File: src/sv/rtp_hsp_pkg.sv
package rtp_hsp_pkg;

   // result kinds carried on rsp_tuser
   localparam logic [2:0] KIND_FIXED = 3'd0;
   localparam logic [2:0] KIND_CSRC  = 3'd1;
   localparam logic [2:0] KIND_EXTH  = 3'd2;
   localparam logic [2:0] KIND_EXTW  = 3'd3;
   localparam logic [2:0] KIND_BAD   = 3'd4;
   localparam logic [2:0] KIND_TRUNC = 3'd5;

   localparam int unsigned KIND_W     = 3;
   localparam int unsigned REQ_DATA_W = 8;
   localparam int unsigned RSP_DATA_W = 176;   // 173 field bits, padded to bytes

   // default depth of the queue between parser and output stage
   localparam int unsigned QUEUE_DEPTH_DEF = 2;

   // which group of fields a queued result fills
   typedef enum logic [1:0] {
      FMT_NONE = 2'd0,
      FMT_HDR  = 2'd1,
      FMT_WORD = 2'd2,
      FMT_EXT  = 2'd3
   } fmt_type;

   // compact result record held in the queue
   typedef struct packed {
      logic [2:0]  kind;
      fmt_type     fmt;
      logic        marker;
      logic [6:0]  ptype;
      logic [15:0] sequence_nr;
      logic [31:0] timestamp;
      logic [31:0] word;       // ssrc, csrc, ext header or ext data word
      logic [15:0] index;
      logic [3:0]  csrc_count;
      logic        has_ext;
   } rslt_type;

endpackage

File: src/sv/rtp_hsp_front.sv
module rtp_hsp_front (
   input  logic                   clock,
   input  logic                   reset,
   input  logic                   accept,
   input  logic [7:0]             data_byte,
   input  logic                   last_byte,
   output logic                   res_valid,
   output rtp_hsp_pkg::rslt_type  res
);

   // section of the packet being parsed
   typedef enum logic [4:0] {
      PH_FIXED   = 5'b00001,
      PH_CSRC    = 5'b00010,
      PH_EXTH    = 5'b00100,
      PH_EXTW    = 5'b01000,
      PH_PAYLOAD = 5'b10000
   } phase_type;

   phase_type   phase_ff, phase_in;
   logic [3:0]  pos_ff, pos_in;
   logic [31:0] word_shift_ff, word_shift_in;
   logic [3:0]  csrc_left_ff, csrc_left_in;
   logic [15:0] ext_left_ff, ext_left_in;
   logic [15:0] list_index_ff, list_index_in;
   logic        ext_flag_ff, ext_flag_in;
   logic        marker_ff, marker_in;
   logic [6:0]  ptype_ff, ptype_in;
   logic [15:0] seq_ff, seq_in;
   logic [31:0] ts_ff, ts_in;
   logic        skip_ff, skip_in;

   logic [31:0] ws_new;
   logic [3:0]  csrc_dec;
   logic [15:0] ext_dec;
   phase_type   next_ph;
   logic        trunc, clr, fin, bad;

   // per-byte parse step
   always_comb begin
      phase_in      = phase_ff;
      pos_in        = pos_ff;
      word_shift_in = word_shift_ff;
      csrc_left_in  = csrc_left_ff;
      ext_left_in   = ext_left_ff;
      list_index_in = list_index_ff;
      ext_flag_in   = ext_flag_ff;
      marker_in     = marker_ff;
      ptype_in      = ptype_ff;
      seq_in        = seq_ff;
      ts_in         = ts_ff;
      skip_in       = skip_ff;
      res_valid     = 1'b0;
      res           = '0;
      res.fmt       = rtp_hsp_pkg::FMT_NONE;
      trunc         = 1'b0;
      clr           = 1'b0;
      fin           = 1'b0;
      bad           = 1'b0;
      next_ph       = PH_PAYLOAD;
      ws_new        = {word_shift_ff[23:0], data_byte};
      csrc_dec      = csrc_left_ff - 4'd1;
      ext_dec       = ext_left_ff - 16'd1;

      if (skip_ff) begin
         // drop the rest of a rejected packet
         if (last_byte) clr = 1'b1;
      end else begin
         word_shift_in = ws_new;
         unique case (phase_ff)
            PH_FIXED: begin
               if (pos_ff == 4'd0) begin
                  csrc_left_in = data_byte[3:0];
                  ext_flag_in  = data_byte[4];
               end else if (pos_ff == 4'd1) begin
                  marker_in = data_byte[7];
                  ptype_in  = data_byte[6:0];
                  if (last_byte) begin
                     trunc = 1'b1;
                  end else if (ws_new[15:14] != 2'd2 || data_byte[6:0] == 7'd0) begin
                     bad       = 1'b1;
                     res_valid = 1'b1;
                     res.kind  = rtp_hsp_pkg::KIND_BAD;
                     skip_in   = 1'b1;
                  end
               end else if (pos_ff == 4'd3) begin
                  seq_in = ws_new[15:0];
               end else if (pos_ff == 4'd7) begin
                  ts_in = ws_new;
               end
               if (!trunc && !bad) begin
                  if (pos_ff < 4'd11) begin
                     if (last_byte) trunc = 1'b1;
                     else pos_in = pos_ff + 4'd1;
                  end else begin
                     res.kind        = rtp_hsp_pkg::KIND_FIXED;
                     res.fmt         = rtp_hsp_pkg::FMT_HDR;
                     res.marker      = marker_ff;
                     res.ptype       = ptype_ff;
                     res.sequence_nr = seq_ff;
                     res.timestamp   = ts_ff;
                     res.word        = ws_new;
                     res.csrc_count  = csrc_left_ff;
                     res.has_ext     = ext_flag_ff;
                     list_index_in   = 16'd0;
                     if (csrc_left_ff != 4'd0) next_ph = PH_CSRC;
                     else if (ext_flag_ff) next_ph = PH_EXTH;
                     else next_ph = PH_PAYLOAD;
                     fin = 1'b1;
                  end
               end
            end
            PH_CSRC, PH_EXTH, PH_EXTW: begin
               if (pos_ff < 4'd3) begin
                  if (last_byte) trunc = 1'b1;
                  else pos_in = pos_ff + 4'd1;
               end else begin
                  fin = 1'b1;
                  if (phase_ff == PH_CSRC) begin
                     res.kind      = rtp_hsp_pkg::KIND_CSRC;
                     res.fmt       = rtp_hsp_pkg::FMT_WORD;
                     res.word      = ws_new;
                     res.index     = list_index_ff;
                     csrc_left_in  = csrc_dec;
                     list_index_in = list_index_ff + 16'd1;
                     if (csrc_dec != 4'd0) begin
                        next_ph = PH_CSRC;
                     end else begin
                        list_index_in = 16'd0;
                        next_ph = ext_flag_ff ? PH_EXTH : PH_PAYLOAD;
                     end
                  end else if (phase_ff == PH_EXTH) begin
                     res.kind      = rtp_hsp_pkg::KIND_EXTH;
                     res.fmt       = rtp_hsp_pkg::FMT_EXT;
                     res.word      = ws_new;
                     ext_left_in   = ws_new[15:0];
                     list_index_in = 16'd0;
                     next_ph = (ws_new[15:0] != 16'd0) ? PH_EXTW : PH_PAYLOAD;
                  end else begin
                     res.kind      = rtp_hsp_pkg::KIND_EXTW;
                     res.fmt       = rtp_hsp_pkg::FMT_WORD;
                     res.word      = ws_new;
                     res.index     = list_index_ff;
                     ext_left_in   = ext_dec;
                     list_index_in = list_index_ff + 16'd1;
                     next_ph = (ext_dec != 16'd0) ? PH_EXTW : PH_PAYLOAD;
                  end
               end
            end
            default: begin
               // payload bytes: no result
               if (last_byte) clr = 1'b1;
            end
         endcase

         // section done: move on, or flag a header cut short
         if (fin) begin
            res_valid = 1'b1;
            if (last_byte && next_ph != PH_PAYLOAD) begin
               trunc = 1'b1;
            end else begin
               phase_in = next_ph;
               pos_in   = 4'd0;
               if (last_byte) clr = 1'b1;
            end
         end
         // truncation keeps any fields already filled in
         if (trunc) begin
            res_valid = 1'b1;
            res.kind  = rtp_hsp_pkg::KIND_TRUNC;
            clr       = 1'b1;
         end
      end

      // end of packet: back to the start state
      if (clr) begin
         phase_in      = PH_FIXED;
         pos_in        = 4'd0;
         word_shift_in = 32'd0;
         csrc_left_in  = 4'd0;
         ext_left_in   = 16'd0;
         list_index_in = 16'd0;
         ext_flag_in   = 1'b0;
         marker_in     = 1'b0;
         ptype_in      = 7'd0;
         seq_in        = 16'd0;
         ts_in         = 32'd0;
         skip_in       = 1'b0;
      end
   end

   // parser state, advanced once per accepted beat
   always_ff @(posedge clock) begin
      if (reset) begin
         phase_ff      <= PH_FIXED;
         pos_ff        <= 4'd0;
         word_shift_ff <= 32'd0;
         csrc_left_ff  <= 4'd0;
         ext_left_ff   <= 16'd0;
         list_index_ff <= 16'd0;
         ext_flag_ff   <= 1'b0;
         marker_ff     <= 1'b0;
         ptype_ff      <= 7'd0;
         seq_ff        <= 16'd0;
         ts_ff         <= 32'd0;
         skip_ff       <= 1'b0;
      end else if (accept) begin
         phase_ff      <= phase_in;
         pos_ff        <= pos_in;
         word_shift_ff <= word_shift_in;
         csrc_left_ff  <= csrc_left_in;
         ext_left_ff   <= ext_left_in;
         list_index_ff <= list_index_in;
         ext_flag_ff   <= ext_flag_in;
         marker_ff     <= marker_in;
         ptype_ff      <= ptype_in;
         seq_ff        <= seq_in;
         ts_ff         <= ts_in;
         skip_ff       <= skip_in;
      end
   end

   // a rejected packet is only ever skipped from the fixed header
   a_skip_in_fixed: assert property (@(posedge clock) disable iff (reset)
      skip_ff |-> (phase_ff == PH_FIXED && pos_ff == 4'd1))
      else $error("skip set outside the fixed header");

   a_bad_sets_skip: assert property (@(posedge clock) disable iff (reset)
      (accept && res_valid && res.kind == rtp_hsp_pkg::KIND_BAD) |=> skip_ff)
      else $error("bad header did not start skipping");

endmodule

File: src/sv/rtp_hsp_queue.sv
module rtp_hsp_queue #(
   parameter int unsigned DEPTH = rtp_hsp_pkg::QUEUE_DEPTH_DEF
) (
   input  logic                   clock,
   input  logic                   reset,
   input  logic                   push,
   input  rtp_hsp_pkg::rslt_type  push_data,
   output logic                   full,
   input  logic                   pop,
   output logic                   not_empty,
   output rtp_hsp_pkg::rslt_type  head
);

   localparam int unsigned PTR_W = (DEPTH > 1) ? $clog2(DEPTH) : 1;
   localparam int unsigned CNT_W = $clog2(DEPTH + 1);

   rtp_hsp_pkg::rslt_type entry_ff [DEPTH];
   logic [PTR_W-1:0] wr_ptr_ff, wr_ptr_in;
   logic [PTR_W-1:0] rd_ptr_ff, rd_ptr_in;
   logic [CNT_W-1:0] count_ff, count_in;

   assign full      = (count_ff == CNT_W'(DEPTH));
   assign not_empty = (count_ff != '0);
   assign head      = entry_ff[rd_ptr_ff];

   // pointer wrap and occupancy
   always_comb begin
      wr_ptr_in = wr_ptr_ff;
      rd_ptr_in = rd_ptr_ff;
      count_in  = count_ff;
      if (push) wr_ptr_in = (wr_ptr_ff == PTR_W'(DEPTH - 1)) ? '0 : wr_ptr_ff + PTR_W'(1);
      if (pop)  rd_ptr_in = (rd_ptr_ff == PTR_W'(DEPTH - 1)) ? '0 : rd_ptr_ff + PTR_W'(1);
      if (push && !pop) count_in = count_ff + CNT_W'(1);
      else if (pop && !push) count_in = count_ff - CNT_W'(1);
   end

   always_ff @(posedge clock) begin
      if (reset) begin
         wr_ptr_ff <= '0;
         rd_ptr_ff <= '0;
         count_ff  <= '0;
      end else begin
         wr_ptr_ff <= wr_ptr_in;
         rd_ptr_ff <= rd_ptr_in;
         count_ff  <= count_in;
      end
   end

   // entry storage, no reset needed
   always_ff @(posedge clock) begin
      if (push) entry_ff[wr_ptr_ff] <= push_data;
   end

   a_no_overflow: assert property (@(posedge clock) disable iff (reset)
      push |-> (!full || pop))
      else $error("push into full queue");

   a_no_underflow: assert property (@(posedge clock) disable iff (reset)
      pop |-> not_empty)
      else $error("pop from empty queue");

   a_count_bound: assert property (@(posedge clock) disable iff (reset)
      count_ff <= CNT_W'(DEPTH))
      else $error("queue count past depth");

endmodule

File: src/sv/rtp_hsp_back.sv
module rtp_hsp_back (
   input  logic                                    clock,
   input  logic                                    reset,
   input  logic                                    q_not_empty,
   input  rtp_hsp_pkg::rslt_type                   q_head,
   output logic                                    q_pop,
   output logic                                    rsp_tvalid,
   input  logic                                    rsp_tready,
   output logic [rtp_hsp_pkg::RSP_DATA_W-1:0]      rsp_tdata,
   output logic [rtp_hsp_pkg::KIND_W-1:0]          rsp_tuser
);

   logic                                rsp_valid_ff;
   logic [rtp_hsp_pkg::KIND_W-1:0]      kind_ff;
   logic [rtp_hsp_pkg::RSP_DATA_W-1:0]  data_ff, data_in;

   logic        f_marker;
   logic [6:0]  f_ptype;
   logic [15:0] f_seq;
   logic [31:0] f_ts;
   logic [31:0] f_ssrc;
   logic [3:0]  f_cc;
   logic        f_x;
   logic [31:0] f_word;
   logic [15:0] f_index;
   logic [15:0] f_profile;
   logic [15:0] f_length;

   // take the next result when the output register is free or draining
   assign q_pop = q_not_empty && (!rsp_valid_ff || rsp_tready);

   // spread the queued record onto the fields of its group
   always_comb begin
      f_marker  = 1'b0;
      f_ptype   = 7'd0;
      f_seq     = 16'd0;
      f_ts      = 32'd0;
      f_ssrc    = 32'd0;
      f_cc      = 4'd0;
      f_x       = 1'b0;
      f_word    = 32'd0;
      f_index   = 16'd0;
      f_profile = 16'd0;
      f_length  = 16'd0;
      unique case (q_head.fmt)
         rtp_hsp_pkg::FMT_HDR: begin
            f_marker = q_head.marker;
            f_ptype  = q_head.ptype;
            f_seq    = q_head.sequence_nr;
            f_ts     = q_head.timestamp;
            f_ssrc   = q_head.word;
            f_cc     = q_head.csrc_count;
            f_x      = q_head.has_ext;
         end
         rtp_hsp_pkg::FMT_WORD: begin
            f_word  = q_head.word;
            f_index = q_head.index;
         end
         rtp_hsp_pkg::FMT_EXT: begin
            f_profile = q_head.word[31:16];
            f_length  = q_head.word[15:0];
         end
         rtp_hsp_pkg::FMT_NONE: begin
         end
      endcase
      data_in = {3'd0, f_length, f_profile, f_index, f_word, f_x, f_cc,
                 f_ssrc, f_ts, f_seq, f_ptype, f_marker};
   end

   always_ff @(posedge clock) begin
      if (reset) begin
         rsp_valid_ff <= 1'b0;
      end else if (q_pop) begin
         rsp_valid_ff <= 1'b1;
      end else if (rsp_tready) begin
         rsp_valid_ff <= 1'b0;
      end
   end

   // output payload
   always_ff @(posedge clock) begin
      if (q_pop) begin
         kind_ff <= q_head.kind;
         data_ff <= data_in;
      end
   end

   assign rsp_tvalid = rsp_valid_ff;
   assign rsp_tdata  = data_ff;
   assign rsp_tuser  = kind_ff;

   a_pop_loads: assert property (@(posedge clock) disable iff (reset)
      q_pop |=> rsp_valid_ff)
      else $error("popped result not presented");

endmodule

File: src/sv/rtp_header_stream_parser.sv
// Channel | Dir | Ports                     | Beat contents
// req     | in  | req_tvalid/tready/tdata/  | tdata: packet byte; tlast: final byte
//         |     | tlast                     |
// rsp     | out | rsp_tvalid/tready/tdata/  | tuser: result kind; tdata: header,
//         |     | tuser                     | list word or extension fields
//
// One packet byte is taken per clock while req_tready is high; a byte's result,
// if any, is written into the queue at its beat and then loaded into the output
// register once that is free or draining, which puts it on rsp.
// Synchronous active-high reset puts the parser at the start of a packet and
// empties the queue; no clearing pass.
// req_tready drops only while the result queue is full, i.e. rsp has been
// stalled for QUEUE_DEPTH results in a row behind the output register.
module rtp_header_stream_parser #(
   parameter int unsigned QUEUE_DEPTH = rtp_hsp_pkg::QUEUE_DEPTH_DEF
) (
   input  logic                                 clock,
   input  logic                                 reset,
   input  logic                                 req_tvalid,
   output logic                                 req_tready,
   input  logic [rtp_hsp_pkg::REQ_DATA_W-1:0]   req_tdata,   // [7:0] data_byte
   input  logic                                 req_tlast,
   output logic                                 rsp_tvalid,
   input  logic                                 rsp_tready,
   // [0] marker, [7:1] payload_type, [23:8] sequence_res, [55:24] timestamp,
   // [87:56] source_id, [91:88] csrc_count, [92] has_extension, [124:93] word,
   // [140:125] word_index, [156:141] ext_profile, [172:157] ext_length, rest 0
   output logic [rtp_hsp_pkg::RSP_DATA_W-1:0]   rsp_tdata,
   output logic [rtp_hsp_pkg::KIND_W-1:0]       rsp_tuser    // [2:0] kind
);

   logic                  accept;
   logic                  res_valid;
   rtp_hsp_pkg::rslt_type res;
   logic                  q_full;
   logic                  q_not_empty;
   logic                  q_pop;
   rtp_hsp_pkg::rslt_type q_head;

   assign req_tready = !q_full;
   assign accept     = req_tvalid && req_tready;

   rtp_hsp_front u_front (
      .clock     (clock),
      .reset     (reset),
      .accept    (accept),
      .data_byte (req_tdata),
      .last_byte (req_tlast),
      .res_valid (res_valid),
      .res       (res)
   );

   rtp_hsp_queue #(
      .DEPTH (QUEUE_DEPTH)
   ) u_queue (
      .clock     (clock),
      .reset     (reset),
      .push      (accept && res_valid),
      .push_data (res),
      .full      (q_full),
      .pop       (q_pop),
      .not_empty (q_not_empty),
      .head      (q_head)
   );

   rtp_hsp_back u_back (
      .clock       (clock),
      .reset       (reset),
      .q_not_empty (q_not_empty),
      .q_head      (q_head),
      .q_pop       (q_pop),
      .rsp_tvalid  (rsp_tvalid),
      .rsp_tready  (rsp_tready),
      .rsp_tdata   (rsp_tdata),
      .rsp_tuser   (rsp_tuser)
   );

endmodule

File: config.mk
export PLATFORM = sky130hd
export DESIGN_NAME = rtp_header_stream_parser
export DESIGN_NICKNAME = d
export VERILOG_FILES = /design/src/sv/rtp_hsp_pkg.sv /design/src/sv/rtp_hsp_front.sv /design/src/sv/rtp_hsp_queue.sv /design/src/sv/rtp_hsp_back.sv /design/src/sv/rtp_header_stream_parser.sv
export SDC_FILE = /design/constraint.sdc
export NUM_CORES = 1
export LEC_CHECK = 0
export BUFFER_PORTS_ARGS = -buffer_cell sky130_fd_sc_hd__buf_2
export CAP_MARGIN = 5
export CORE_MARGIN = 3
export CORE_UTILIZATION = 45
export DETAILED_ROUTE_END_ITERATION = 12
export PLACE_DENSITY = 0.66
export RECOVER_POWER = 25
export SYNTH_ARGS = -nofsm -noshare
export SYNTH_HDL_FRONTEND = slang
export SYNTH_SLANG_ARGS = --single-unit
File: constraint.sdc
create_clock -name clock -period 22.1 [get_ports clock]
set_clock_uncertainty 0.15 [all_clocks]
set_input_delay 6.63 -clock clock [delete_from_list [all_inputs] [get_ports clock]]
set_output_delay 6.63 -clock clock [all_outputs]
set_load 0.02 [all_outputs]
---- Word-level counts from Yosys, hierarchy flattened ----
Memory sizes are Yosys's and may differ from the RTL's. A register that Yosys moved wholly into a read port is not among the register bits.
Cells that the tools add are included.
word-level totals
  register bits after elaboration ......... 308
  memory bits (writable) .................. 228
  input bits .............................. 13
  output and inout port bits .............. 181
  logic and storage cells ................. 241
  memories ................................ 1
memory list
  memory            depth  width  read ports  clocked after memory_dff  wr ports  line                 RTL
  u_queue.entry_ff  2      114    1           1                         1         rtp_hsp_queue.sv:17  rtp_hsp_pkg::rslt_type entry_ff [DEPTH];
cells by class
  add/sub/neg operators ................... 8
  $lt $le $gt $ge ......................... 2
  eq/ne operators ......................... 25
  mux-type cells .......................... 142
  reductions and logical operators ........ 43
operator list
  cell                                                number
  two-way mux 16 bit                                  23
  two-way mux 32 bit                                  7
  two-way mux 93 bit                                  2
  two-way mux 114 bit                                 1
  two-way mux 5 bit                                   20
  one-hot mux 32 bit (2 select lines)                 1
  two-way mux 56 bit                                  1
  two-way mux 4 bit                                   13
  two-way mux 1 bit                                   51
  two-way mux 24 bit                                  2
  two-way mux 48 bit                                  1
  two-way mux 7 bit                                   5
  one-hot mux 16 bit (2 select lines)                 1
  nonzero test 16 bit                                 2
  one-hot mux 5 bit (2 select lines)                  2
  nonzero test 2 bit                                  10
  two-way mux 3 bit                                   6
  AND reduction 6 bit                                 3
  adder 16 x 1 -> 16 bit, second input constant       1
  one-hot mux 4 bit (2 select lines)                  2
  subtractor 16 x 1 -> 16 bit, second input constant  1
  != test 2 x 1 -> 1 bit, second input constant       6
  AND reduction 5 bit                                 2
  != test 3 x 1 -> 1 bit, second input constant       3
  other kinds (33)                                    54

---- Longest topological paths before layout ----
  depth in word-level cells ............... 25
  mapped depth ............................ 11
  depth with buffers taken out ............ 10

---- Cells and area by module ----
A second synthesis with hierarchy kept.
unflattened totals
  cell total of the unflattened synthesis .. 1689
  area total of the unflattened synthesis .. 22357.7 µm²
modules (own cells, without submodules)
  module                    times used  cells each  area an instance (µm²)  sequential area each (µm²)
  rtp_hsp_queue             1           377         8682.1                  6946.7
  rtp_hsp_front             1           928         7036.7                  2542.4
  rtp_hsp_back              1           381         6620.1                  5305.1
  rtp_header_stream_parser  1           3           18.8                    0.0

---- Worst setup path before layout ----
Ideal clock, no wire load.
  path kind ............................... input to register
  start ................................... input port req_tdata[2] (netlist bit)
  end ..................................... memory u_queue.entry_ff[0][0] (netlist bit) (enable)
  library setup time ...................... 0.601 ns
  arrival time ............................ 12.835 ns
  data required time ...................... 21.349 ns
  path slack .............................. 8.514 ns
  cell stages on the path ................. 6
  buffers on the path ..................... 0
  path through ............................ nor4_1 -> a21oi_1 -> nor4_2 -> nor3_1 -> a211oi_2 -> nor2b_1
between the ends
  longest elaborated chain between the ends .. 23
  elaborated cells on any way between the ends .. 35
  classes of those cells .................. 1 x eq/ne; 27 x mux; 7 x reduce/logical
ends and longest elaborated chain
  item                                         line                            RTL
  from (decl)                                  rtp_header_stream_parser.sv:21  input logic [rtp_hsp_pkg::REQ_DATA_W-1:0] req_tdata,
  logical NOT 7 bit                            rtp_hsp_front.sv:80             end else if (ws_new[15:14] != 2'd2 || data_byte[6:0] == 7'd0) begin
  logical OR 1 bit                             rtp_hsp_front.sv:80
  two-way mux 1 bit                            rtp_hsp_front.sv:80
  two-way mux 1 bit                            rtp_hsp_front.sv:78             if (last_byte) begin
  two-way mux 1 bit                            rtp_hsp_front.sv:75             end else if (pos_ff == 4'd1) begin
  two-way mux 1 bit                            rtp_hsp_front.sv:72             if (pos_ff == 4'd0) begin
  two-way mux 1 bit                            rtp_hsp_front.sv:70             unique case (phase_ff)
  two-way mux 1 bit                            rtp_hsp_front.sv:65             if (skip_ff) begin
  [... 8 more ...]                             -
  two-way mux 1 bit                            rtp_hsp_front.sv:157            if (fin) begin
  two-way mux 1 bit                            rtp_hsp_front.sv:65
  two-way mux 1 bit (*)                        rtp_hsp_front.sv:168            if (trunc) begin
  two-way mux 1 bit (*)                        rtp_hsp_front.sv:65
  logical AND 1 bit (*)                        rtp_header_stream_parser.sv:58  .push (accept && res_valid),
  net u_queue.push                             rtp_hsp_queue.sv:6              input logic push,
  two-way mux 1 bit (*)                        rtp_hsp_queue.sv:51             if (push) entry_ff[wr_ptr_ff] <= push_data;
  two-way mux 1 bit (implied by the code) (*)  rtp_hsp_queue.sv:51
  to (decl)                                    rtp_hsp_queue.sv:17
The timed path passes the listed nets; every way through them passes the cells marked *. The select of a mux whose other input is x is not followed.

---- Final worst setup path ----
  start ................................... input port req_tdata[5] (netlist bit)
  end ..................................... memory u_queue.entry_ff[0][46] (netlist bit) (enable)
The elaborated chain is that of the path after synthesis.

==> summary.md <==
| Metric | Value |
|---|---|
| Measured slew at the worst slew-check pin | 4540 ps |
| Top-level I/O count | 194 |
| Vias in the first global route | 12700 |
| Worst setup EP type | flop |
| Max_cap viols | 8 |
| Placed cell areas | 23000 sq um |
| Crit path DAT | 10000 ps |
| CTS sink cnt | 537 |
| Crit share post-route | 0.450 |
| Root Driver | clkbuf_16 |
| Post-cts sizing count | 0 |
| Post-route ant nets | 0 |
| Crit-path max FO | 73 |
| Routed wire length | 47.3 mm |
| # diodes | 0 |
| Failing checks | max-capacitance violations, max-slew violations |
| Post-Route Utilization | 0.527 |
| Unique masters post-synth | 70 |
| Synth area leaders | edfxtp_1 (56%), dfxtp_1 (12%), mux2i_1 (7.4%) |
| Setup bufs post-CTS | 0 |
| Yosys reg bits | 537 |
| WP data required | 22150 ps |
| Worst Setup Start Kind | primary input |
| Row Count | 79 |
| WL/cell | 19.0 um |
| Hold Fails Final Rpt | 0 |
| Final slew viol count | 393 |
| Via count | 13300 |
| CTS tree | yes |
| Post-Place Cells | 2386 |
| Max Freq | 100 MHz |
| Initial DRC count | 1235 |
| Hold buffer count at CTS | 0 |
| Setup violators final | 0 |
| Avg Cell Area, Syn | 12.9 sq um |
| PD cells | 118 nW/um^2 |
| GRT overflow | 0 |
| Finished Layout Cells | 2484 |
| Synth-to-layout area growth | 14.6% |
| Fin area | 24700 sq um |
| Vias per std cell | 5.35 |
| Top FF cell, synth | edfxtp_1 |
| Initial antenna violation count | 4 |
| VDD IR max | 0.0678 mV |
| Clk slew on worst S/H paths | 60 ps |
| Worst Hold Class | reg -> reg |
| Crit. Startpoint | req_tdata[5] |
| Die area | 50500 sq um |
| RSZ-0062 raised after global routing | no |
| H-tree levels | 2 |
| Static leakage | 8.96 nW |
| EDFF count, synth | 404 |
| Die Y | 225 um |
| Slew headroom | -2.02 |
| Leading area contributor after synthesis | edfxtp_1 |
| Layout Nets | 1856 |
| Initial Util | 0.459 |
| Clock Latency Late Sink | 600 ps |
| Total clock buffers created by CTS | 53 |
| GP Congestion | 0.911 |
| Core Area | 46900 sq um |
| Post-synth ARST share | 0 |
| Layout cell share with drive strength beyond 1 | 0.169 |
| Outcome | finished, violations left |
| Tmin final | 9950 ps |
| Crit Path Class | in -> reg |
| Port bufs | 190 |
| Post-synth top area share | 0.564 |
| Clock tree buffer depth | 3 |
| Sequential area share after synthesis | 0.687 |
| Hold path start | u_front.ts_ff[31]$_SDFFE_PP0P_ |
| Largest net degree at the start of global routing | 94 |
| Synth Cell Area | 21500 sq um |
| DRC Markers | 0 |
| GRT Overall Usage | 0.184 |
| Mapped Cells | 1666 |
| Drt first pass iters | 5 |
| Yosys warnings | 0 |
| Die Wd | 225 um |
| First-pass GRT wire length | 72.8 mm |
| Fin Setup TNS | 0 ps |
| DPL Wire Length | 30.3 mm |
[per-layer routing]
metal	track usage	part of all wire	routed length (um)	vias to the layer above
li1	-	-	-	6313
met1	0.260	0.45	21300	6490
met2	0.288	0.46	21700	411
met3	0.0431	0.068	3220	73
met4	0.0482	0.022	1050	8
met5	0	0.0012	58	-
[worst paths after layout]
path / cells past startpoint / end / slack (ps)
min reg2reg: 2 / u_front.ts_ff[31]$_SDFFE_PP0P_ / 300
max reg2reg: 3 / u_back.rsp_tdata[30]$_SDFFCE_PP0P_ / 15910
min: 2 / u_front.ts_ff[31]$_SDFFE_PP0P_ / 300
max: 9 / u_queue.entry_ff[0][46]$_DFFE_PP_ / 12150
[critical path, cell delays in order]
cell and delay (ps):
buf_2 150, nor4_1 400, a21oi_1 230, nor4_2 390
nor3_1 170, a211oi_2 350, nor2b_4 210, buf_4 470
buf_4 880
[where the power goes]
group / internal (W) / switching (W)
clock network: 0.000506 / 0.000376
logic: 0.000189 / 0.000450
registers: 0.00132 / 0.0000651
total: 0.00202 / 0.000892
[cell usage after synthesis (3+ instances only)]
master,number
dfxtp_1,133
o21a_1,3
o21ai_0,28
or3b_2,4
ha_1,9
nand3b_1,6
nand4_1,4
and3_1,7
mux2i_1,160
o2111ai_1,12
nor3_1,28
nand2b_1,5
a211oi_1,11
edfxtp_1,404
o211ai_1,12
a21oi_1,74
buf_6,3
buf_1,13
nor4_1,15
xor2_1,10
nand2_1,96
and2_1,110
clkbuf_1,67
nor2_1,272
a211o_1,4
buf_2,6
a2bb2oi_1,6
nor2b_1,32
nand4b_1,4
buf_4,4
or3_1,11
or4_1,3
inv_1,14
or3b_1,5
a32o_1,3
mux2_2,4
nand3_1,23
or2_2,8
nor3b_1,5
xnor2_1,10
[sequential cells by signal, summed over array words and instances (netlist names), 5 cells and up, named ones only]
| name | cells |
|---|---|
| u_front.phase_ff | 5 |
| u_front.list_index_ff | 16 |
| u_front.word_shift_ff | 24 |
| u_back.rsp_tdata | 173 |
| u_front.ext_left_ff | 16 |
| u_queue.entry_ff | 228 |
| u_front.seq_ff | 16 |
| u_front.ptype_ff | 7 |
| u_front.ts_ff | 32 |
[logic make-up after synthesis]
group / synth area share
mux: 0.0765
xor+xnor: 0.00814
simple gates: 0.146
compound gates: 0.0556
fa+ha+maj: 0.00523
flops: 0.687
buf+inv: 0.0212
other cells: 0.000174
[area by class of cell]
type                       instances  area, sq um
multi-input combinational       1022         6300
inverter                          15         61.3
clock buffer                      70         1470
timing repair buffer             205         1040
clock inverter                    28          249
tap                              607          759
sequential                       537        14800
fill                            3916        22200
[cell usage in the layout, fill, tap and decap left out, types with 12 or more instances in the layout]
master,count
o21ai_0,28
and2_1,61
mux2i_1,160
nor2_1,273
o2111ai_1,12
clkbuf_1,17
nor3_1,28
and2_0,48
edfxtp_1,404
buf_2,189
nand3_1,23
a21oi_1,73
dfxtp_1,133
o211ai_1,12
nand2_1,96
clkinv_2,12
nor4_1,15
clkbuf_16,54
inv_1,13
nor2b_1,31
[per-stage QoR]
stage	hold WS, ps	total power [W]	setup WS, ps
finish	296	0.00291	12150
global placement	285	0.00203	11570
floorplan	277	0.00183	8510
CTS	299	0.00293	12190
global route	315	0.00303	11960
detailed placement	291	0.00205	11550
Note: power is estimated with default switching activity, not from simulation.
